--- src/sv/lcm_pkg.sv ---
`default_nettype none
package lcm_pkg;

	// access kinds
	localparam logic [1:0] KIND_LOAD  = 2'd0;
	localparam logic [1:0] KIND_STORE = 2'd1;
	localparam logic [1:0] KIND_FETCH = 2'd2;
	localparam logic [1:0] KIND_NONE  = 2'd3;

	// configuration register indexes
	localparam logic [1:0] REG_OFFSET_BITS = 2'd0;
	localparam logic [1:0] REG_SET_BITS    = 2'd1;
	localparam logic [1:0] REG_WAYS_IN_USE = 2'd2;

	localparam logic [3:0] OFFSET_BITS_RST = 4'd4;
	localparam logic [3:0] SET_BITS_RST    = 4'd8;
	localparam logic [3:0] WAYS_IN_USE_RST = 4'd1;

	// statistics counter slots
	localparam int CNT_DATA_ACC  = 0;
	localparam int CNT_DATA_MISS = 1;
	localparam int CNT_DATA_REPL = 2;
	localparam int CNT_INST_ACC  = 3;
	localparam int CNT_INST_MISS = 4;
	localparam int CNT_INST_REPL = 5;
	localparam int CNT_FETCH     = 6;
	localparam int CNT_WB        = 7;
	localparam int NUM_CNT       = 8;

	localparam logic [31:0] CNT_MAX = 32'hFFFF_FFFF;

	// controller to datapath
	typedef struct packed {
		logic clear;   // clear one row of line state
		logic rd;      // input transaction accepted, read its set
		logic upd;     // apply the update and load the result
	} lcm_cmd_t;

	// datapath to controller
	typedef struct packed {
		logic clear_last;
	} lcm_status_t;

	function automatic logic [31:0] sat_add(input logic [31:0] v, input logic [31:0] a);
		logic [32:0] s;
		s = {1'b0, v} + {1'b0, a};
		return s[32] ? CNT_MAX : s[31:0];
	endfunction

endpackage
`default_nettype wire

--- src/sv/lcm_ctrl.sv ---
`default_nettype none
module lcm_ctrl
	import lcm_pkg::*;
(
	input  wire logic  clk,
	input  wire logic  arst_n,
	input  wire logic  in_valid,
	output logic       in_ready,
	output logic       out_valid,
	input  wire logic  out_ready,
	input  wire lcm_status_t status,
	output lcm_cmd_t   cmd
);

	localparam logic [1:0] ST_CLR  = 2'd0;
	localparam logic [1:0] ST_IDLE = 2'd1;
	localparam logic [1:0] ST_UPD  = 2'd2;

	logic [1:0] state_q;
	logic       out_valid_q;
	logic       accept;
	logic       out_free;

	assign in_ready  = (state_q == ST_IDLE);
	assign accept    = in_valid && in_ready;
	assign out_free  = !out_valid_q || out_ready;
	assign out_valid = out_valid_q;

	// commands
	assign cmd.clear = (state_q == ST_CLR);
	assign cmd.rd    = accept;
	assign cmd.upd   = (state_q == ST_UPD) && out_free;

	// sequencer
	always_ff @(posedge clk or negedge arst_n) begin
		if (!arst_n) begin
			state_q <= ST_CLR;
		end else begin
			unique case (state_q)
				ST_CLR: begin
					if (status.clear_last) state_q <= ST_IDLE;
				end
				ST_IDLE: begin
					if (accept) state_q <= ST_UPD;
				end
				ST_UPD: begin
					if (out_free) state_q <= ST_IDLE;
				end
				default: state_q <= ST_CLR;
			endcase
		end
	end

	// result slot
	always_ff @(posedge clk or negedge arst_n) begin
		if (!arst_n) begin
			out_valid_q <= 1'b0;
		end else if (cmd.upd) begin
			out_valid_q <= 1'b1;
		end else if (out_ready) begin
			out_valid_q <= 1'b0;
		end
	end

	a_accept_to_upd: assert property (@(posedge clk) disable iff (!arst_n)
		accept |=> state_q == ST_UPD)
		else $error("accepted access did not enter update");

	a_upd_waits: assert property (@(posedge clk) disable iff (!arst_n)
		(state_q == ST_UPD) && !out_free |=> (state_q == ST_UPD) && out_valid_q)
		else $error("update left while result slot was full");

	a_clear_holds: assert property (@(posedge clk) disable iff (!arst_n)
		(state_q == ST_CLR) && !status.clear_last |=> (state_q == ST_CLR) && !in_ready)
		else $error("clearing pass ended early");

endmodule
`default_nettype wire

--- config.mk ---
export PLATFORM = sky130hd
export DESIGN_NAME = lcm_ctrl
export DESIGN_NICKNAME = d
export VERILOG_FILES = /design/src/sv/lcm_pkg.sv /design/src/sv/lcm_ctrl.sv
export SDC_FILE = /design/constraint.sdc
export NUM_CORES = 1
export LEC_CHECK = 0
export BUFFER_PORTS_ARGS = -buffer_cell sky130_fd_sc_hd__buf_4
export CAP_MARGIN = 20
export CORE_AREA = 2 2 39 41
export DETAILED_ROUTE_END_ITERATION = 8
export DIE_AREA = 0 0 41 43
export GPL_TIMING_DRIVEN = 0
export MAX_ROUTING_LAYER = met4
export PLACE_DENSITY_LB_ADDON = 0.3
export SYNTH_ARGS = -nofsm -noshare
export SYNTH_HDL_FRONTEND = slang
export SYNTH_SLANG_ARGS = --single-unit
--- constraint.sdc ---
create_clock -name clk -period 2.3 [get_ports clk]
set_clock_uncertainty 0.2 [all_clocks]
set_input_delay 0.345 -clock clk [delete_from_list [all_inputs] [get_ports clk]]
set_output_delay 0.345 -clock clk [all_outputs]
set_load 0.005 [all_outputs]
==> reports/results.tsv <==
stage	metric	value	unit
synthesis	syn_avg_cell_area	9.57	sq um
route	detail_route.wl_per_cell	8.04	um
sta	max_freq	604	MHz
placement	dp_slack	0.887	ns
synthesis	yosys_warnings	0	
global_route	grt_pass1_wl	676	um
final_layout	drive_gt1_share	41.9	%
placement	place.gp.congestion	0.635	
global_route	grt_max_degree	7	
sta	max-slew-margin-rel	87.3	%
route	drtIter0Drc	3	
synthesis	synth_common_cells	dfrtp_1, inv_1	
synthesis	yosysTopAreaCell	dfrtp_1	
critical_path	rrSetupSlack	1.17	ns
power_and_ir_drop	p_leak	0.000152	uW
hold_path	holdPathEnd	out_valid$_DFFE_PN0P_	
sta	finalSetupTns	0	ns
cts	numClockSinks	3	
synthesis	syn_nets	22	
cts	numCtsBuffers	3	
die	num_rows	14	
power_and_ir_drop	power_density	1170	nW/um^2
route	via_per_inst	3.38	
global_route	track_usage	6.60	%
critical_path	r2r_start	state_q[1]$_DFFE_PN0P_	
synthesis	yosysUniqueCellTypes	13	
route	firstDrtPassIters	3	
critical_path	crit_fanout	6	
die	coreArea	1380	sq um
cts	clkLatencyLatePin	0.23	ns
final_layout	multi_input_area	68.8	sq um
final_layout	area_growth_syn_to_layout	76.2	%
hold_path	min_from	out_ready	
die	die_w	41	um
route	drcViolationCount	0	
synthesis	synth-edff-count	0	
critical_path	endpoint_kind	output pin	
final_layout	diodes	0	
die	die-area	1760	sq um
critical_path	critPathKind	reg2out	
synthesis	synthFlopType	dfrtp_1	
hold_path	hold_class	in2reg	
cts	cts_tree	done	
synthesis	synth_area	163	sq um
synthesis	synth.top_cell.area_share	46.2	%
die	start_util	11.8	%
route	antenna_left	0	
critical_path	r2r-end	state_q[0]$_DFFE_PN0P_	
sta	slew_viol_final	0	
sta	worstMarginPinSlew	0.190	ns
cts	path_clk_slew	0.04	ns
critical_path	critPathLaunchType	flop	
global_route	overflow	0	
synthesis	synth_area_leaders	dfrtp_1, inv_1, o21ba_1	
synthesis	ys_seq_elements	3	
die	die_y	43	um
sta	setup_ws	0.645	ns
hold_path	holdPathStages	2	
critical_path	r2r.worst_path.cells	2	
final_layout	regArea	75.1	sq um
cts	htreeDepth	1	
critical_path	cp.arrival	1.11	ns
cts	ctsLongestPathBuffers	2	
cts	cts-root-buf	clkbuf_4	
sta	setup_viol	0	
synthesis	synthArstFlopShare	100	%
final_layout	n_fill_cell	151	
sta	fin_crit_sh	71.9	%
power_and_ir_drop	vdd_drop_max	367	uV
job	maxCapViolCount	0	
placement	io_buffers	9	
sta	hold_viol	0	
synthesis	synth_seq_area_share	46.2	%
final_layout	nets	37	
synthesis	syn_inst	17	
sta	rsz0062_at_grt	false	
die	pin_count	10	
critical_path	crit_required	1.75	ns
route	vias	159	
outcome	status	finished clean	
sta	fin_crit	1.65	ns
route	drt-total-wl	378	um
global_route	antenna_found_initial	0	
global_route	grt_pass1_vias	163	
cell type report:
type,count,area share (%)
Timing Repair Buffer,10,27.1
Sequential cell,3,26.2
Multi-Input combinational cell,10,24.0
Clock buffer,4,9.17
Tap cell,16,6.99
Inverter,3,3.93
Buffer,1,2.62
per-layer routing:
metal / track usage [%] / routed length [um] / up-vias
li1: - / - / 83
met1: 8.41 / 187 / 66
met2: 6.25 / 129 / 10
met3: 4.71 / 61 / 0
met4: 6.00 / 0 / 0
met5: - / 0 / -
stage by stage:
stage | utilization (%) | cell area, sq um | total power [uW] | cells | hold WS (ns)
4_1_cts | 20.7 | 287 | 342 | 47 | 0.111
3_5_place_dp | 18.1 | 250 | 243 | 42 | -0.0646
2_1_floorplan | - | 163 | 166 | 17 | -0.151
5_1_grt | 20.7 | 287 | 368 | 47 | 0.138
6_report | 20.7 | 287 | 335 | 47 | 0.118
3_3_place_gp | 18.1 | 250 | 237 | 42 | -0.0656
sequential cells by signal, summed over array words and instances (netlist names):
signal     count
out_valid      1
state_q        2
power breakdown:
group	internal, uW	total [uW]	switching [uW]
sequential	76.3	104	27.6
combinational	91.8	139	46.8
clock	65.0	92.1	27.1
layout by cell type, fill, tap and decap left out:
cell,n
o21ba_1,1
inv_1,3
nor2_1,1
buf_4,10
nand3b_1,1
a22o_1,1
o21bai_1,1
clkbuf_1,1
o21ai_0,1
dlygate4sd3_1,1
nand2b_1,1
dfrtp_1,3
nor2b_1,1
a21oi_1,1
clkbuf_4,3
and3b_1,1
repair_timing:
item                      in CTS  in global routing
gates resized for setup        0                  0
setup buffers                  0                  0
hold buffers                   1                  0
hold endpoints to repair       3                  0
worst max-delay path, stage by stage, from the launching register on:
cell     delay [ns]
dfrtp_1        0.41
and3b_1        0.21
buf_4          0.13
buf_4          0.12
worst max-delay path by stage:
stage                                 from     end  slack [ns]
floorplan           state_q[1]$_DFFE_PN0P_  cmd[1]        1.04
global placement                  in_valid  cmd[1]        0.89
detailed placement                in_valid  cmd[1]        0.89
CTS                 state_q[1]$_DFFE_PN0P_  cmd[1]        0.64
global route        state_q[1]$_DFFE_PN0P_  cmd[1]        0.59
finish              state_q[1]$_DFFE_PN0P_  cmd[1]        0.65
logic make-up after synthesis:
| group | count (synthesis) | share of synthesized area [%] |
|---|---|---|
| simple gates | 5 | 20.0 |
| buf+inv | 4 | 11.5 |
| compound gates | 5 | 22.3 |
| flops | 3 | 46.2 |
(Power assumes the default switching activity.)
